File: config.mk
export PLATFORM = sky130hd
export DESIGN_NAME = htwd_ctrl
export DESIGN_NICKNAME = d
export VERILOG_FILES = /design/src/hdl/htwd_pkg.sv /design/src/hdl/htwd_ctrl.sv
export SDC_FILE = /design/constraint.sdc
export NUM_CORES = 1
export LEC_CHECK = 0
export ABC_AREA = 1
export CELL_PAD_IN_SITES_DETAIL_PLACEMENT = 0
export CELL_PAD_IN_SITES_GLOBAL_PLACEMENT = 1
export CORE_AREA = 4 4 41 43
export CTS_BUF_LIST = sky130_fd_sc_hd__clkbuf_4
export DETAILED_ROUTE_END_ITERATION = 7
export DIE_AREA = 0 0 45 47
export DONT_BUFFER_PORTS = 1
export PLACE_DENSITY = 0.74
export SLEW_MARGIN = 40
export SYNTH_ARGS = -nofsm -noshare
export SYNTH_HDL_FRONTEND = slang
export SYNTH_SLANG_ARGS = --single-unit
File: constraint.sdc
create_clock -name aclk -period 1.9 [get_ports aclk]
set_input_delay 0.095 -clock aclk [delete_from_list [all_inputs] [get_ports aclk]]
set_output_delay 0.095 -clock aclk [all_outputs]
set_load 0.05 [all_outputs]
File: src/hdl/htwd_pkg.sv
// Shared types, constants and helper functions of the table-walk decoder.
`default_nettype none

package htwd_pkg;

    // Node table geometry.
    localparam int NODE_DEPTH = 512;
    localparam int ADDR_W     = $clog2(NODE_DEPTH);

    // Fixed field widths.
    localparam int IDX_W   = 9;
    localparam int SYM_W   = 8;
    localparam int BYTE_W  = 8;
    localparam int COUNT_W = 32;
    localparam int CMD_W   = 2;
    localparam int BIT_W   = $clog2(BYTE_W);

    // Input word kinds carried on the input tuser.
    localparam logic [CMD_W-1:0] CMD_LOAD  = 2'd0;
    localparam logic [CMD_W-1:0] CMD_START = 2'd1;
    localparam logic [CMD_W-1:0] CMD_DATA  = 2'd2;

    // One table entry; right child sits in the lowest bits.
    typedef struct packed {
        logic             leaf;
        logic [SYM_W-1:0] value;
        logic [IDX_W-1:0] left;
        logic [IDX_W-1:0] right;
    } node_t;

    localparam int NODE_W = $bits(node_t);

    // Input tdata layout, node_index in the lowest bits.
    typedef struct packed {
        logic [3:0]        pad;
        logic [BYTE_W-1:0] data_byte;
        logic [IDX_W-1:0]  node_right;
        logic [IDX_W-1:0]  node_left;
        logic [SYM_W-1:0]  node_value;
        logic              node_is_leaf;
        logic [IDX_W-1:0]  node_index;
    } s_word_t;

    localparam int S_TDATA_W = $bits(s_word_t);

    typedef logic [ADDR_W-1:0] addr_t;

    // Commands from the controller to the datapath.
    typedef struct packed {
        logic load;
        logic start;
        logic data;
        logic fetch;
        logic step;
        logic resolve;
        logic flush;
    } dp_cmd_t;

    // Status from the datapath to the controller.
    typedef struct packed {
        logic stall;
        logic stop;
        logic pend_valid;
        logic out_free;
    } dp_status_t;

    function automatic addr_t node_addr(input logic [IDX_W-1:0] idx);
        logic [31:0] wide;
        wide = 32'(idx);
        return wide[ADDR_W-1:0];
    endfunction

    function automatic logic node_in_range(input logic [IDX_W-1:0] idx);
        return 32'(idx) < 32'(NODE_DEPTH);
    endfunction

endpackage

`default_nettype wire

File: src/hdl/htwd_ctrl.sv
// Controller state machine: sequences fetch, bit walk, final resolve and flush.
`default_nettype none

module htwd_ctrl
    import htwd_pkg::*;
(
    input  wire logic             aclk,
    input  wire logic             aresetn,
    input  wire logic             s_tvalid,
    input  wire logic [CMD_W-1:0] s_command,
    output logic                  s_tready,
    output dp_cmd_t               cmd,
    input  wire dp_status_t       status
);

    localparam logic [2:0] ST_IDLE    = 3'd0;
    localparam logic [2:0] ST_FETCH   = 3'd1;
    localparam logic [2:0] ST_WALK    = 3'd2;
    localparam logic [2:0] ST_RESOLVE = 3'd3;
    localparam logic [2:0] ST_FLUSH   = 3'd4;

    logic [2:0]       state_reg, state_next;
    logic [BIT_W-1:0] step_cnt_reg, step_cnt_next;
    logic             accept;

    assign s_tready = (state_reg == ST_IDLE);
    assign accept   = s_tvalid && s_tready;

    always_comb begin
        state_next    = state_reg;
        step_cnt_next = step_cnt_reg;
        cmd           = '0;
        unique case (state_reg)
            ST_IDLE: begin
                cmd.load  = accept && (s_command == CMD_LOAD);
                cmd.start = accept && (s_command == CMD_START);
                cmd.data  = accept && (s_command == CMD_DATA);
                if (cmd.data) begin
                    state_next    = ST_FETCH;
                    step_cnt_next = '0;
                end
            end
            ST_FETCH: begin
                cmd.fetch  = 1'b1;
                state_next = ST_WALK;
            end
            ST_WALK: begin
                cmd.step = 1'b1;
                if (!status.stall) begin
                    if (status.stop) begin
                        state_next = ST_FLUSH;
                    end else if (step_cnt_reg == BIT_W'(BYTE_W - 1)) begin
                        state_next = ST_RESOLVE;
                    end else begin
                        step_cnt_next = step_cnt_reg + 1'b1;
                    end
                end
            end
            ST_RESOLVE: begin
                cmd.resolve = 1'b1;
                if (!status.stall) begin
                    state_next = ST_FLUSH;
                end
            end
            ST_FLUSH: begin
                cmd.flush = 1'b1;
                if (!status.pend_valid || status.out_free) begin
                    state_next = ST_IDLE;
                end
            end
            default: begin
                state_next = ST_IDLE;
            end
        endcase
    end

    always_ff @(posedge aclk) begin
        if (!aresetn) begin
            state_reg    <= ST_IDLE;
            step_cnt_reg <= '0;
        end else begin
            state_reg    <= state_next;
            step_cnt_reg <= step_cnt_next;
        end
    end

endmodule

`default_nettype wire

==> impl_metrics.json <==
{
  "htree_levels": 1,
  "power_mw": 0.814,
  "overflow": 0,
  "critical_path.max_fanout": 4,
  "power.static_leakage_nw": 0.304,
  "top_signal_layer_used": "met4",
  "outcome": "finished clean",
  "crit_path_top_delay_cell": "dfxtp_1",
  "max_slew_margin_pct": 66.1,
  "start_util_pct": 36.6,
  "synth_sequential_area_ratio_pct": 25.2,
  "layout_common_cells": "nor2_1, nand2_1, inv_1, buf_4, dfxtp_1",
  "worst-endpoint-required_ns": 1.80,
  "finish.net_count": 103,
  "proportion_of_layout_cells_with_a_drive_suffix_above_1_pct": 22.2,
  "aggregate_routed_wire_length_um": 1090,
  "num_antenna_cells": 0,
  "cts-root-to-sink-buffers": 2,
  "postLayoutCellArea_um2": 587,
  "cell_internal_pwr_mw": 0.394,
  "power_switching_mw": 0.420,
  "crit_chain": "inv_1, nand2_2, nor2_4, nand2_1, nor3_1, buf_4",
  "grt_max_degree": 14,
  "cts_root_buffer": "clkbuf_4",
  "syn2layout_area_growth_pct": 23.1,
  "ys_warn_count": 0,
  "postSynthRegisterBits": 6,
  "rsz_0062_raised_after_global_routing": "false",
  "worstSetupPathType": "flop to primary output",
  "number_of_maximum_capacitance_violations": 0,
  "clock_skew_ns": 0.00444,
  "firstDrtPassIters": 4,
  "post_dp_cell_area_um2": 544,
  "hold_path_class": "input port to flop",
  "timing.critical_path.arrival_ns": 1.39,
  "io_pins": 17,
  "cts_tree": "yes",
  "core_area_mm2": 0.00130,
  "port_buffers": 0,
  "grt_pass1_vias": 444,
  "route.vias.total": 494,
  "worst_slew_pin_slew_ns": 0.508,
  "final_common_cell": "nor2_1",
  "place_congestion": 0.783,
  "cell_area_synth_um2": 477,
  "cts_hold_repair.buffers": 1,
  "cts.sinks": 6,
  "clock.fmax_mhz": 674,
  "synthCells": 78,
  "clkLatencyLatePin_ns": 0.24,
  "initial_antenna_violation_count": 0,
  "synth_largest_area_cell": "dfxtp_1",
  "antenna_violating_nets_post_route": 0,
  "postSynthAreaPerCell_um2": 6.11,
  "met1_length_um": 526,
  "layout.filler_cells": 142,
  "cts.repair.resized": 0,
  "detailedRoute.firstIterationViolations": 7,
  "dp.final_hpwl_um": 869,
  "die-height_um": 47,
  "vias_per_cell": 4.70,
  "synth.top_cells.by_area": "dfxtp_1, nor2_1, nand2_1",
  "wl_met3_um": 96,
  "worst_path_largest_cell_delay_ns": 0.33,
  "grt_pass1_wl_um": 1890,
  "pwr_density_cell_mw_per_mm2": 1390,
  "peak_supply_drop_uv": 591,
  "power.share.clock_pct": 14.0,
  "min_period_ns": 1.48,
  "yosys.cell_types.count": 18,
  "slew_violations": 0,
  "holdCritStartpoint": "aresetn",
  "worstSetupStartpointType": "flop",
  "postCtsSetupBuffers": 0,
  "clkSlewWorstSetupHoldPaths_ns": 0.05,
  "detail_route.drc_violations": 0,
  "setup_viol": 0,
  "core.rowCount": 13,
  "cts_made_buffers": 3,
  "gr-usage-all-layers_pct": 12.6,
  "yosys.area.top_type_share_pct": 25.2,
  "comb_power_share_pct": 61.1,
  "sequentialPowerShare_pct": 24.9,
  "start_point_of_the_critical_path": "state_reg[2]",
  "mappedNetlistNets": 89,
  "routed-wl-met2_um": 459,
  "drt-wirelength-per-cell_um": 10.4,
  "timing.rr.start": "step_cnt_reg[0]",
  "fp.dieArea_mm2": 0.00212,
  "dieWidth_um": 45,
  "switching_share_pct": 51.6,
  "fin_crit_sh_pct": 78.0,
  "timing.critical_path.to_type": "primary output",
  "finalHoldViolations": 0
}
-- area by class of cell --
class / instances / area [µm²] / area share, %
Timing Repair Buffer: 10 / 80.1 / 13.6
Clock buffer: 3 / 22.5 / 3.84
Inverter: 12 / 45.0 / 7.68
Multi-Input combinational cell: 59 / 300 / 51.2
Sequential cell: 6 / 120 / 20.5
Tap cell: 15 / 18.8 / 3.20
-- logic make-up (layout without fill, tap and decap cells) --
family	count (synthesis)	in the layout	synth area share [%]
buffers and inverters	13	25	11.8
AO/OA/AOI/OAI	10	10	13.1
adder cells (fa/ha/maj)	2	2	5.25
AND/OR/NAND/NOR	47	47	44.6
flip-flops	6	6	25.2
-- critical path: cells and delay by family (launching register included) --
| kind | cells | cell delay (ns) |
|---|---|---|
| buffers and inverters | 2 | 0.34 |
| flip-flops | 1 | 0.33 |
| AND/OR/NAND/NOR | 4 | 0.47 |
-- power by group through the flow --
stage               registers, mW  logic [mW]  clock network [mW]
detailed placement          0.204       0.493                   0
finish                      0.202       0.497               0.114
floorplan                   0.189       0.410                   0
global placement            0.204       0.492                   0
global route                0.209       0.546               0.123
CTS                         0.202       0.498               0.120
-- layer usage --
layer  vias up  GRT usage [%]
met4         0           8.77
li1        274              -
met3         2           2.68
met2        17           18.4
met1       201           16.4
met5         -              0
-- synthesized netlist by cell type --
cell type,n
a21oi_1,4
buf_6,1
dfxtp_1,6
ha_1,2
inv_1,10
inv_2,2
nand2_1,12
nand2_2,3
nand3_1,5
nand3_2,1
nand4_1,1
nor2_1,20
nor2_2,1
nor2_4,1
nor3_1,3
o21ai_0,4
o21ai_4,1
o22ai_1,1
-- metrics by stage --
stage | hold WS, ns | util (%) | instances | setup slack, ns | setup TNS, ns
6_report | 0.0138 | 45.1 | 105 | 0.417 | 0
3_3_place_gp | 0.215 | 41.8 | 100 | 0.455 | 0
5_1_grt | 0.0165 | 45.1 | 105 | 0.256 | 0
3_5_place_dp | 0.213 | 41.8 | 100 | 0.434 | 0
2_1_floorplan | 0.204 | - | 78 | -0.218 | -0.437
4_1_cts | 0.00210 | 44.3 | 104 | 0.403 | 0
-- final timing paths --
kind                          end  slack (ns)  depth (start not counted)
setup / recovery           cmd[5]        0.42                          6
hold / removal    step_cnt_reg[0]        0.01                          2
setup reg to reg  step_cnt_reg[0]        0.43                          8
hold reg to reg   step_cnt_reg[2]        0.49                          2
Note: power is estimated with default switching activity, not from simulation.
